<file path="src/rtl/core/qpskpm_pkg.sv">
package qpskpm_pkg;

    localparam int SAMPLES_PER_SYMBOL = 20;
    localparam int TAPS_PER_PHASE     = 6;
    localparam int TABLE_SIZE         = SAMPLES_PER_SYMBOL * TAPS_PER_PHASE;

    localparam int PHASE_W = 5;
    localparam int ADDR_W  = 7;
    localparam int COEF_W  = 16;
    localparam int AMP_W   = 15;
    localparam int GAIN_W  = 16;
    localparam int CFG_W   = 16;
    localparam int SAMP_W  = 16;
    localparam int TCNT_W  = $clog2(TAPS_PER_PHASE + 1);

    // sum of TAPS_PER_PHASE Q15 values, either sign
    localparam int ACC_W   = COEF_W + $clog2(TAPS_PER_PHASE) + 1;
    localparam int OPA_W   = ACC_W + AMP_W + 1;
    localparam int OPB_W   = GAIN_W + 1;
    localparam int PROD_W  = OPA_W + OPB_W;
    localparam int PRODUCT_SHIFT = 27;

    localparam logic [AMP_W-1:0]  AMP_RESET  = AMP_W'(10000);
    localparam logic [GAIN_W-1:0] GAIN_RESET = GAIN_W'(4096);

    typedef enum logic
    {
        OP_TICK = 1'b0,
        OP_LOAD = 1'b1
    } opcode_t;

    typedef enum logic
    {
        REG_AMPLITUDE = 1'b0,
        REG_GAIN      = 1'b1
    } reg_index_t;

    typedef enum logic [2:0]
    {
        ST_IDLE,
        ST_TAP,
        ST_MUL_AMP,
        ST_MUL_GAIN,
        ST_SAT
    } state_t;

endpackage

</file>
<file path="src/rtl/core/qpskpm_coef_ram.sv">
module qpskpm_coef_ram
(
    input  logic                              clk,
    input  logic                              we,
    input  logic [qpskpm_pkg::ADDR_W-1:0]     waddr,
    input  logic signed [qpskpm_pkg::COEF_W-1:0] wdata,
    input  logic                              re,
    input  logic [qpskpm_pkg::ADDR_W-1:0]     raddr,
    output logic signed [qpskpm_pkg::COEF_W-1:0] rdata
);
    import qpskpm_pkg::*;

    logic signed [COEF_W-1:0] mem [TABLE_SIZE];

    always_ff @(posedge clk)
    begin
        if (we)
        begin
            mem[waddr] <= wdata;
        end
    end

    always_ff @(posedge clk)
    begin
        if (re)
        begin
            rdata <= mem[raddr];
        end
    end

endmodule

</file>
<file path="src/rtl/core/qpsk_polyphase_modulator_core.sv">
// QPSK polyphase modulator, fs/4 carrier.
// Input channel (in_valid / in_stall): opcode, symbol_bits, coef_index,
// coef_value. A load transaction writes one Q15 coefficient (index 0..119,
// others ignored) and produces no result. A tick transaction produces one
// sample on the output channel (out_valid / out_stall).
// A tick walks the taps (six reads of the coefficient RAM, registered read
// data), then makes two passes through the shared multiplier (amplitude,
// then gain) and a round/saturate step before out_valid. in_stall is high
// while a tick is in progress and drops in the cycle after the sample is
// registered, so no new tick is accepted before that sample is registered.
// Registers are written through cfg_we / cfg_index / cfg_wdata; the user
// must write them only while idle, the block itself does not enforce it.
// Reset clears phase, sign lines, registers (amplitude 10000, gain 1.0)
// and the output valid; the coefficient table is not cleared and must be
// loaded before ticks use it. When the receiver stalls, the sample holds;
// the next tick is accepted and runs, waiting before its saturate step
// until the output register is free.
module qpsk_polyphase_modulator_core
(
    input  logic                                  clk,
    input  logic                                  rst_n,
    input  logic                                  in_valid,
    output logic                                  in_stall,
    input  logic                                  opcode,
    input  logic [1:0]                            symbol_bits,
    input  logic [qpskpm_pkg::ADDR_W-1:0]         coef_index,
    input  logic signed [qpskpm_pkg::COEF_W-1:0]  coef_value,
    output logic                                  out_valid,
    input  logic                                  out_stall,
    output logic signed [qpskpm_pkg::SAMP_W-1:0]  sample,
    input  logic                                  cfg_we,
    input  logic                                  cfg_index,
    input  logic [qpskpm_pkg::CFG_W-1:0]          cfg_wdata
);
    import qpskpm_pkg::*;

    localparam int PH_LAST  = SAMPLES_PER_SYMBOL - 1;
    localparam int PH_ISHFT = SAMPLES_PER_SYMBOL - 2;
    localparam logic signed [PROD_W-1:0] ROUND_BIAS = PROD_W'((64'd1 << PRODUCT_SHIFT) - 1);
    localparam int Q_W = PROD_W - PRODUCT_SHIFT;
    localparam logic signed [Q_W-1:0] SAT_MAX = Q_W'(32767);
    localparam logic signed [Q_W-1:0] SAT_MIN = -Q_W'(32768);

    state_t state_reg, state_next;

    logic [AMP_W-1:0]   amp_reg;
    logic [GAIN_W-1:0]  gain_reg;
    logic [PHASE_W-1:0] phase_reg;
    logic [TAPS_PER_PHASE-1:0] iline_reg, qline_reg;
    logic [TAPS_PER_PHASE-1:0] sgn_reg;
    logic [TCNT_W-1:0]  tap_cnt_reg;
    logic [ADDR_W-1:0]  addr_reg;
    logic signed [ACC_W-1:0]  acc_reg;
    logic signed [PROD_W-1:0] prod_reg;
    logic               out_valid_reg;
    logic signed [SAMP_W-1:0] sample_reg;

    logic accept, tick_go, load_go, out_free, tap_issue;
    logic [TAPS_PER_PHASE-1:0] iline_ins, qline_ins, sel_line;
    logic carrier_neg;
    logic signed [COEF_W-1:0] rdata;
    logic signed [ACC_W-1:0]  coef_ext;
    logic signed [OPA_W-1:0]  op_a;
    logic signed [OPB_W-1:0]  op_b;
    logic signed [PROD_W-1:0] mul_p;
    logic signed [PROD_W-1:0] biased;
    logic signed [Q_W-1:0]    q_val;
    logic signed [SAMP_W-1:0] sat_val;

    assign accept   = in_valid && !in_stall;
    assign tick_go  = accept && (opcode == OP_TICK);
    assign load_go  = accept && (opcode == OP_LOAD) && (coef_index < ADDR_W'(TABLE_SIZE));
    assign out_free = !out_valid_reg || !out_stall;

    always_comb
    begin
        iline_ins = iline_reg;
        qline_ins = qline_reg;
        if (phase_reg == '0)
        begin
            iline_ins[0] = symbol_bits[0];
            qline_ins[0] = symbol_bits[1];
        end
    end

    // phase mod 4: 0 +I, 1 -Q, 2 -I, 3 +Q
    assign sel_line    = phase_reg[0] ? qline_ins : iline_ins;
    assign carrier_neg = phase_reg[0] ^ phase_reg[1];

    qpskpm_coef_ram u_ram
    (
        .clk   (clk),
        .we    (load_go),
        .waddr (coef_index),
        .wdata (coef_value),
        .re    (tap_issue),
        .raddr (addr_reg),
        .rdata (rdata)
    );

    always_comb
    begin
        state_next = state_reg;
        unique case (state_reg)
            ST_IDLE:
            begin
                if (tick_go)
                begin
                    state_next = ST_TAP;
                end
            end
            ST_TAP:
            begin
                if (tap_cnt_reg == TCNT_W'(TAPS_PER_PHASE))
                begin
                    state_next = ST_MUL_AMP;
                end
            end
            ST_MUL_AMP:  state_next = ST_MUL_GAIN;
            ST_MUL_GAIN: state_next = ST_SAT;
            ST_SAT:
            begin
                if (out_free)
                begin
                    state_next = ST_IDLE;
                end
            end
            default:     state_next = ST_IDLE;
        endcase
    end

    always_comb
    begin
        in_stall  = 1'b1;
        tap_issue = 1'b0;
        op_a      = '0;
        op_b      = '0;
        unique case (state_reg)
            ST_IDLE:     in_stall = 1'b0;
            ST_TAP:      tap_issue = (tap_cnt_reg < TCNT_W'(TAPS_PER_PHASE));
            ST_MUL_AMP:
            begin
                op_a = OPA_W'(acc_reg);
                op_b = $signed({1'b0, {(OPB_W-AMP_W-1){1'b0}}, amp_reg});
            end
            ST_MUL_GAIN:
            begin
                op_a = prod_reg[OPA_W-1:0];
                op_b = $signed({1'b0, gain_reg});
            end
            ST_SAT:      in_stall = 1'b1;
            default:     in_stall = 1'b1;
        endcase
    end

    // shared multiplier
    assign mul_p    = op_a * op_b;
    assign coef_ext = ACC_W'(rdata);

    // truncate toward zero, then saturate
    assign biased = prod_reg + (prod_reg[PROD_W-1] ? ROUND_BIAS : '0);
    assign q_val  = biased[PROD_W-1:PRODUCT_SHIFT];
    always_comb
    begin
        priority if (q_val > SAT_MAX)
        begin
            sat_val = SAT_MAX[SAMP_W-1:0];
        end
        else if (q_val < SAT_MIN)
        begin
            sat_val = SAT_MIN[SAMP_W-1:0];
        end
        else
        begin
            sat_val = q_val[SAMP_W-1:0];
        end
    end

    always_ff @(posedge clk or negedge rst_n)
    begin
        if (!rst_n)
        begin
            state_reg     <= ST_IDLE;
            amp_reg       <= AMP_RESET;
            gain_reg      <= GAIN_RESET;
            phase_reg     <= '0;
            iline_reg     <= '0;
            qline_reg     <= '0;
            tap_cnt_reg   <= '0;
            out_valid_reg <= 1'b0;
        end
        else
        begin
            state_reg <= state_next;
            if (cfg_we)
            begin
                unique case (cfg_index)
                    REG_AMPLITUDE: amp_reg  <= cfg_wdata[AMP_W-1:0];
                    REG_GAIN:      gain_reg <= cfg_wdata[GAIN_W-1:0];
                    default:       amp_reg  <= amp_reg;
                endcase
            end
            if (tick_go)
            begin
                tap_cnt_reg <= '0;
                if (phase_reg == PHASE_W'(PH_ISHFT))
                begin
                    iline_reg <= {iline_ins[TAPS_PER_PHASE-2:0], iline_ins[0]};
                end
                else
                begin
                    iline_reg <= iline_ins;
                end
                if (phase_reg == PHASE_W'(PH_LAST))
                begin
                    qline_reg <= {qline_ins[TAPS_PER_PHASE-2:0], qline_ins[0]};
                    phase_reg <= '0;
                end
                else
                begin
                    qline_reg <= qline_ins;
                    phase_reg <= phase_reg + PHASE_W'(1);
                end
            end
            else if (state_reg == ST_TAP)
            begin
                tap_cnt_reg <= tap_cnt_reg + TCNT_W'(1);
            end
            if (state_reg == ST_SAT && out_free)
            begin
                out_valid_reg <= 1'b1;
            end
            else if (!out_stall)
            begin
                out_valid_reg <= 1'b0;
            end
        end
    end

    always_ff @(posedge clk)
    begin
        if (tick_go)
        begin
            acc_reg  <= '0;
            addr_reg <= ADDR_W'(phase_reg);
            sgn_reg  <= sel_line ^ {TAPS_PER_PHASE{carrier_neg}};
        end
        else if (state_reg == ST_TAP)
        begin
            if (tap_issue)
            begin
                addr_reg <= addr_reg + ADDR_W'(SAMPLES_PER_SYMBOL);
            end
            if (tap_cnt_reg != '0)
            begin
                acc_reg <= sgn_reg[0] ? (acc_reg - coef_ext) : (acc_reg + coef_ext);
                sgn_reg <= {1'b0, sgn_reg[TAPS_PER_PHASE-1:1]};
            end
        end
        if (state_reg == ST_MUL_AMP || state_reg == ST_MUL_GAIN)
        begin
            prod_reg <= mul_p;
        end
        if (state_reg == ST_SAT && out_free)
        begin
            sample_reg <= sat_val;
        end
    end

    assign out_valid = out_valid_reg;
    assign sample    = sample_reg;

endmodule

</file>
<file path="config.mk">
export PLATFORM = sky130hd
export DESIGN_NAME = qpsk_polyphase_modulator_core
export DESIGN_NICKNAME = d
export VERILOG_FILES = /design/src/rtl/core/qpskpm_pkg.sv /design/src/rtl/core/qpskpm_coef_ram.sv /design/src/rtl/core/qpsk_polyphase_modulator_core.sv
export SDC_FILE = /design/constraint.sdc
export NUM_CORES = 2
export LEC_CHECK = 0
export ABC_CLOCK_PERIOD_IN_PS = 8530
export BUFFER_PORTS_ARGS = -buffer_cell sky130_fd_sc_hd__buf_2
export CORE_AREA = 2 2 434 436
export CTS_BUF_LIST = sky130_fd_sc_hd__clkbuf_4
export DETAILED_ROUTE_END_ITERATION = 10
export DIE_AREA = 0 0 436 438
export PLACE_DENSITY_LB_ADDON = 0.25
export SYNTH_ARGS = -nofsm -noshare
export SYNTH_HDL_FRONTEND = slang
export SYNTH_SLANG_ARGS = --single-unit
</file>
<file path="constraint.sdc">
create_clock -name clk -period 8.53 [get_ports clk]
set_input_delay 1.706 -clock clk [delete_from_list [all_inputs] [get_ports clk]]
set_output_delay 1.706 -clock clk [all_outputs]
set_load 0.05 [all_outputs]
</file>
Yosys cells after proc, flatten, opt, wreduce, memory -nomap -nowiden
Memories as Yosys holds them, arrays and structs flattened. A register that Yosys moved wholly into a read port is not among the register bits. Index checks and enable logic that the tools add are counted.

Memory bits (writable): 1920. Output and inout port bits: 18. Flip-flop bits (word level): 157. Word-level logic and storage cells: 94. Memories kept: 1.

Magnitude comparators: 4. Eq/ne operators: 11. $add $sub $neg: 6. Reduce and logical (&&, ||, !) cells: 24. Multipliers: 1. Muxes and demuxes: 27. Bitwise operators: 4.

Memories: u_ram.mem (depth 120, width 16, read ports 1, clocked after memory_dff 1, write ports 1, line qpskpm_coef_ram.sv:13) `logic signed [COEF_W-1:0] mem [TABLE_SIZE];`.

Operator list (count): $pmux W36 S2 (1); $add A53 B27 Y53 (1); $mul A36 B17 Y53 (1); $pmux W16 S2 (1); $mux W27 (1); $gt A26 B16 Y1 const B (1); $lt A26 B16 Y1 const B (1); $mux W6 (4); $add A20 B16 Y20 (1); $mux W20 (1); $mux W5 (4); $sub A20 B16 Y20 (1); $mux W16 (1); $reduce_and A2 Y1 (8); $mux W3 (5); $pmux W3 S5 (1); $eq A5 B5 Y1 const B (2); $mux W1 (8); $add A7 B5 Y7 const B (1); $lt A7 B7 Y1 const B (1); $eq A3 B2 Y1 const B (2); $eq A3 B3 Y1 const B (2); $ne A2 B2 Y1 const B (3); $reduce_bool A2 Y1 (3); other kinds (15) (22).

Longest topological paths before layout
Word-level depth: 6. Depth in mapped cells: 32. Mapped depth without buffers: 28.

Hierarchy
A second synthesis with hierarchy kept.

Cell total of the unflattened synthesis: 6673. Area total of the unflattened synthesis: 103646.9 µm².

By module, submodules not included: qpskpm_coef_ram (sequential area each 58135.8 µm², area an instance 75104.5 µm², instances 1, cells each 3498); qpsk_polyphase_modulator_core (sequential area each 4226.6 µm², area an instance 28542.4 µm², instances 1, cells each 3175).

Worst setup path before layout
OpenSTA, ideal clock, no wires.

Kind: register to register. Start: register state_reg[2]. End: register prod_reg[45] (data pin). Buffers on the path: 4. Period minus slack after synthesis: 8609 ps. Data arrival time: 8346 ps. Required time: 8268 ps. Cell stages (with the launch flop): 28. Setup slack: -79 ps. Cell sequence: dfrtp_1 nand2b_1 clkbuf_1 inv_1 clkbuf_1 clkbuf_1 buf_1 nand3_1 fa_1 fa_1 fa_1 inv_1 fa_1 fa_1 inv_1 fa_1 inv_1 ha_1 nor2_1 nor2_1 a2111oi_0 a21oi_1 nor2_1 o21ai_0 o22ai_1 o21ba_2 o21bai_1 xor2_1.

Word-level cells in the longest chain between the ends: 3. Elaborated cells on any way between the ends: 5.

RTL lines: start, declared (line qpsk_polyphase_modulator_core.sv:44) `state_t state_reg, state_next;`; start signal, assigned (line qpsk_polyphase_modulator_core.sv:194) `state_reg <= state_next;`; $eq A3 B2 Y1 (line qpsk_polyphase_modulator_core.sv:138) `unique case (state_reg)`; $pmux W36 S2 / $pmux W16 S2 (equally long branches) (line qpsk_polyphase_modulator_core.sv:138); $mul A36 B17 Y53 (*) (line qpsk_polyphase_modulator_core.sv:157) `assign mul_p = op_a * op_b;`; net mul_p[45] (line qpsk_polyphase_modulator_core.sv:65) `logic signed [PROD_W-1:0] mul_p;`; end signal, assigned (line qpsk_polyphase_modulator_core.sv:262) `prod_reg <= mul_p;`; end, declared (line qpsk_polyphase_modulator_core.sv:54) `logic signed [PROD_W-1:0] prod_reg;`.

The timed path passes the listed nets; every way through them passes the cells marked *. A chain may end at the register's enable or synchronous reset.

Worst setup path in the final report
Start: register state_reg[0]. End: register prod_reg[52] (data pin).

The elaborated chain is that of the path after synthesis.

==> report_table.html <==
<table>
<tr><th>Metric</th><th>Value</th></tr>
<tr><th colspan="2">Floorplan</th></tr>
<tr><td>Die outline height</td><td>438 um</td></tr>
<tr><td>Die area</td><td>191000 sq um</td></tr>
<tr><td>Row Count</td><td>159</td></tr>
<tr><td>Die Wd</td><td>436 um</td></tr>
<tr><td>Initial core utilization</td><td>54.64%</td></tr>
<tr><td>Boundary pin count</td><td>66</td></tr>
<tr><td>Core area</td><td>186600 sq um</td></tr>
<tr><th colspan="2">Layout</th></tr>
<tr><td>Filler Cells Inserted</td><td>14060</td></tr>
<tr><td>Leading cell types in the layout, fill and taps excluded</td><td>sky130_fd_sc_hd__edfxtp_1, sky130_fd_sc_hd__clkbuf_4, sky130_fd_sc_hd__inv_1, sky130_fd_sc_hd__mux4_2, sky130_fd_sc_hd__fa_1</td></tr>
<tr><td>Post-Route Utilization</td><td>60.46%</td></tr>
<tr><td>Fraction of layout instances using a drive strength above 1</td><td>26.94%</td></tr>
<tr><td>Area Growth Syn to Fin</td><td>10.64%</td></tr>
<tr><td>Post-layout net count</td><td>7372</td></tr>
<tr><td>Most frequent standard cell in the layout excluding fill and tap cells</td><td>sky130_fd_sc_hd__edfxtp_1</td></tr>
<tr><td>Flip-flop count of the largest register, all copies and words added</td><td>1920</td></tr>
<tr><td>Final standard cell count with taps included and fillers excluded</td><td>9436</td></tr>
<tr><th colspan="2">Pwr</th></tr>
<tr><td>Total power per unit cell area</td><td>228.0 nW/um^2</td></tr>
<tr><td>Internal Pwr Total</td><td>18.31 mW</td></tr>
<tr><td>Proportion of total power due to net switching</td><td>28.83%</td></tr>
<tr><td>Combinational share of power</td><td>21.8%</td></tr>
<tr><td>Reported leakage power</td><td>40.89 nW</td></tr>
<tr><td>Sequential cell fraction of total power</td><td>46.1%</td></tr>
<tr><td>Power dissipated by switching net loads</td><td>7.416 mW</td></tr>
<tr><td>Peak VDD IR</td><td>0.2454 mV</td></tr>
<tr><td>Clock share of power</td><td>32.2%</td></tr>
<tr><th colspan="2">Drt</th></tr>
<tr><td>Post-DR wirelength/cell</td><td>26.27 um</td></tr>
<tr><td>Length of the first detailed-routing pass in iterations</td><td>8</td></tr>
<tr><td>Number of nets with antenna violations after detailed routing</td><td>0</td></tr>
<tr><td>Via/cell ratio</td><td>5.884</td></tr>
<tr><td>Vias</td><td>55530</td></tr>
<tr><td>Residual DRC count</td><td>0</td></tr>
<tr><td>Starting DRT DRC Count</td><td>5050</td></tr>
<tr><td>Total Routed Length</td><td>247.9 mm</td></tr>
<tr><th colspan="2">Critical path</th></tr>
<tr><td>Arrival time at the worst endpoint</td><td>9.33 ns</td></tr>
<tr><td>Data required time at the worst endpoint</td><td>9.66 ns</td></tr>
<tr><td>Number of cells on the worst reg-to-reg path</td><td>26</td></tr>
<tr><td>Reg2Reg Launch Point</td><td>state_reg[0]</td></tr>
<tr><td>Buffers and inverters on the worst path</td><td>6</td></tr>
<tr><td>Flop2flop setup slack</td><td>0.33 ns</td></tr>
<tr><td>Capture instance of the worst register-to-register path</td><td>prod_reg[52]</td></tr>
<tr><td>Worst Setup End Kind</td><td>flip-flop</td></tr>
<tr><td>Stage delay of the slowest cell on the critical path</td><td>0.63 ns</td></tr>
<tr><td>Cell occurring most often along the worst timing path</td><td>sky130_fd_sc_hd__fa_1</td></tr>
<tr><td>Slowest cell on the critical path</td><td>sky130_fd_sc_hd__dfrtp_2</td></tr>
<tr><td>Cell family contributing the most delay on the critical path</td><td>adder cells</td></tr>
<tr><td>Worst setup path class</td><td>reg -&gt; reg</td></tr>
<tr><td>Largest fanout on the critical path</td><td>19</td></tr>
<tr><td>Category of the worst setup path launch point</td><td>flip-flop</td></tr>
<tr><th colspan="2">Global route</th></tr>
<tr><td>Global route total overflow</td><td>0</td></tr>
<tr><td>Via count of the first global-routing pass</td><td>58320</td></tr>
<tr><td>Total Routing Usage GR</td><td>26.43%</td></tr>
<tr><td>Wire length of the first global-routing pass</td><td>370.8 mm</td></tr>
<tr><td>Initial antenna violation count</td><td>20</td></tr>
<tr><td>Pin count of the biggest net entering global routing</td><td>124</td></tr>
<tr><th colspan="2">STA</th></tr>
<tr><td>Crit share post-route</td><td>96.16%</td></tr>
<tr><td>Final Hold Violating Endpoints</td><td>0</td></tr>
<tr><td>FMAX</td><td>121.9 MHz</td></tr>
<tr><td>Final number of max-transition violations</td><td>0</td></tr>
<tr><td>Worst Hold Margin</td><td>0.4293 ns</td></tr>
<tr><td>Worst-margin pin slew</td><td>1.397 ns</td></tr>
<tr><td>Headroom to the max-slew limit</td><td>6.867%</td></tr>
<tr><td>Total Negative Setup Slacks</td><td>0 ns</td></tr>
<tr><td>Total setup violations reported at the end of the flow</td><td>0</td></tr>
<tr><td>Setup ws final</td><td>0.3278 ns</td></tr>
<tr><td>Shortest period the worst path allows</td><td>8.202 ns</td></tr>
<tr><td>Setup clock skew after layout</td><td>0.1168 ns</td></tr>
<tr><td>Setup repair after global routing missed its margin</td><td>no</td></tr>
<tr><th colspan="2">Yosys</th></tr>
<tr><td>Cell count after synthesis</td><td>6024</td></tr>
<tr><td>Async S/R FF share, synth</td><td>2.628%</td></tr>
<tr><td>Unique cell type count in the Yosys netlist</td><td>64</td></tr>
<tr><td>Number of enable-type register cells in the synthesized netlist</td><td>2016</td></tr>
<tr><td>Avg Cell Area, Syn</td><td>16.93 sq um</td></tr>
<tr><td>Nets in the synthesized netlist</td><td>6796</td></tr>
<tr><td>Total of flip-flops plus latches after synthesis</td><td>2093</td></tr>
<tr><td>Combined area of all synthesized cells</td><td>102000 sq um</td></tr>
<tr><td>Yosys Warn Count</td><td>0</td></tr>
<tr><td>Most used DFF post-synth</td><td>sky130_fd_sc_hd__edfxtp_1</td></tr>
<tr><td>Post-synthesis sequential area ratio</td><td>61.16%</td></tr>
<tr><th colspan="2">Placement</th></tr>
<tr><td>Quantity of I/O buffers inserted on ports</td><td>65</td></tr>
<tr><td>Post-placement cell count</td><td>8546</td></tr>
<tr><td>Setup Slack @ Placement</td><td>0.03782 ns</td></tr>
<tr><td>Routability Congestion</td><td>0.9803</td></tr>
<tr><td>Post-DP HPWL</td><td>164.4 mm</td></tr>
<tr><th colspan="2">Clocking</th></tr>
<tr><td>Clock tree from TritonCTS</td><td>done</td></tr>
<tr><td>Clock sink count</td><td>2093</td></tr>
<tr><td>CTS Hold Bufs</td><td>0</td></tr>
<tr><td>Post CTS Setup Buffer Count</td><td>0</td></tr>
<tr><td>Maximum root-to-sink buffer count</td><td>4</td></tr>
<tr><td>CTS buffer count</td><td>547</td></tr>
<tr><td>Root buffer selected by CTS</td><td>sky130_fd_sc_hd__clkbuf_4</td></tr>
<tr><td>Clock latency at the later pin of the worst-skew pair</td><td>1.40 ns</td></tr>
<tr><td>Clock-pin slew on the worst setup and hold paths</td><td>0.08 ns</td></tr>
<tr><td>Maximum level of the CTS H-tree</td><td>6</td></tr>
<tr><th colspan="2">Run</th></tr>
<tr><td># Max-Cap Violations</td><td>0</td></tr>
<tr><th colspan="2">Hold path</th></tr>
<tr><td>Class of the most critical hold timing path</td><td>in -&gt; async</td></tr>
<tr><th colspan="2">Run status</th></tr>
<tr><td>Run status</td><td>finished clean</td></tr>
</table>
logic make-up (layout without fill, tap and decap cells):
group                    Yosys count  count (layout)  share of synthesized area [%]
multiplexers                     745             745                          15.09
AND/OR/NAND/NOR                 1100            1100                          4.484
buffers and inverters            934            1830                          3.501
AO/OA/AOI/OAI                    319             319                          1.922
other                              0              21                              0
adder cells (fa/ha/maj)          724             724                          12.90
flip-flops                      2093            2093                          61.16
XOR/XNOR                         109             109                         0.9362
layout make-up:
| cell class | count | area (sq um) | share of cell area [%] |
|---|---|---|---|
| flip-flops and latches | 2093 | 62360 | 55.28 |
| multi-input cells | 2997 | 36070 | 31.97 |
| clock buffers | 757 | 5683 | 5.037 |
| well taps | 2495 | 3122 | 2.767 |
| inverters | 647 | 2431 | 2.155 |
| repair buffers | 314 | 2360 | 2.092 |
| clock inverters | 112 | 732.0 | 0.6488 |
| diodes | 21 | 52.55 | 0.04658 |
metrics by stage:
stage / area (sq um) / total power [mW]
after floorplan: 102000 / 15.64
after global placement: 106300 / 17.58
after detailed placement: 106300 / 17.66
after CTS: 112700 / 25.97
after global routing: 112800 / 26.83
final: 112800 / 25.72
routing by layer:
metal	up-vias	routed length, um	GRT usage (%)	part of all wire [%]
li1	23710	-	-	-
met1	29120	99800	36.36	40
met2	2317	120800	42.05	49
met3	376	18630	5.238	7.5
met4	6	8587	10.60	3.5
met5	-	37	0	0.015
power groups by stage:
stage	clock (mW)	combinational, mW	sequential, mW
finish	8.28	5.60	11.8
global route	9.02	5.95	11.9
CTS	8.50	5.62	11.8
detailed placement	0	5.60	12.1
global placement	0	5.52	12.1
floorplan	0	3.73	11.9
synth_stat cells (23+ instances only):
| cell type | number | area (sq um) |
|---|---|---|
| sky130_fd_sc_hd__a21o_1 | 44 | 330.3 |
| sky130_fd_sc_hd__a21oi_1 | 102 | 510.5 |
| sky130_fd_sc_hd__and2_1 | 23 | 143.9 |
| sky130_fd_sc_hd__buf_1 | 34 | 127.6 |
| sky130_fd_sc_hd__buf_2 | 32 | 160.2 |
| sky130_fd_sc_hd__clkbuf_1 | 215 | 807.0 |
| sky130_fd_sc_hd__dfrtp_1 | 49 | 1226 |
| sky130_fd_sc_hd__edfxtp_1 | 2016 | 60540 |
| sky130_fd_sc_hd__fa_1 | 546 | 10930 |
| sky130_fd_sc_hd__ha_1 | 178 | 2227 |
| sky130_fd_sc_hd__inv_1 | 647 | 2429 |
| sky130_fd_sc_hd__mux2_2 | 101 | 1137 |
| sky130_fd_sc_hd__mux4_2 | 624 | 14050 |
| sky130_fd_sc_hd__nand2_1 | 488 | 1832 |
| sky130_fd_sc_hd__nand3_1 | 68 | 340.3 |
| sky130_fd_sc_hd__nor2_1 | 400 | 1501 |
| sky130_fd_sc_hd__nor3_1 | 24 | 120.1 |
| sky130_fd_sc_hd__o21ai_0 | 83 | 415.4 |
| sky130_fd_sc_hd__xnor2_1 | 67 | 586.8 |
| sky130_fd_sc_hd__xor2_1 | 42 | 367.9 |
what timing repair did:
action	in CTS	in global routing
endpoints found under the hold margin	0	0
endpoints found under the setup margin	0	8
resized for setup	0	6
worst max-delay path by stage:
| stage | start | to | slack, ns | cells past startpoint |
|---|---|---|---|---|
| floorplan | state_reg[2] | prod_reg[45] | 0.09 | 27 |
| detailed placement | state_reg[0] | prod_reg[52] | 0.04 | 26 |
| CTS | state_reg[0] | prod_reg[52] | 0.13 | 26 |
| finish | state_reg[0] | prod_reg[52] | 0.33 | 26 |
| global placement | state_reg[0] | prod_reg[52] | 0.20 | 24 |
| global route | state_reg[0] | prod_reg[52] | 0.04 | 25 |
worst register-to-register path, cell delays in order, from the launching register on:
cell                       delay, ns
sky130_fd_sc_hd__dfrtp_2        0.63
sky130_fd_sc_hd__buf_4          0.22
sky130_fd_sc_hd__mux2_2         0.34
sky130_fd_sc_hd__nand2_1        0.43
sky130_fd_sc_hd__buf_4          0.37
sky130_fd_sc_hd__nor2_1         0.10
sky130_fd_sc_hd__fa_1           0.50
sky130_fd_sc_hd__inv_1          0.05
sky130_fd_sc_hd__fa_1           0.48
sky130_fd_sc_hd__fa_1           0.52
sky130_fd_sc_hd__inv_1          0.06
sky130_fd_sc_hd__fa_1           0.49
sky130_fd_sc_hd__fa_1           0.50
sky130_fd_sc_hd__inv_1          0.05
sky130_fd_sc_hd__fa_1           0.47
sky130_fd_sc_hd__inv_1          0.04
sky130_fd_sc_hd__ha_1           0.40
sky130_fd_sc_hd__nand2_1        0.17
sky130_fd_sc_hd__o41ai_2        0.60
sky130_fd_sc_hd__nor3_1         0.17
sky130_fd_sc_hd__nor3b_1        0.27
sky130_fd_sc_hd__a31oi_1        0.15
sky130_fd_sc_hd__o21ai_2        0.34
sky130_fd_sc_hd__a31oi_1        0.22
sky130_fd_sc_hd__nor3b_1        0.25
sky130_fd_sc_hd__a211oi_1       0.09
sky130_fd_sc_hd__xnor2_1        0.13
No activity file was read; power rests on OpenSTA's default activity.
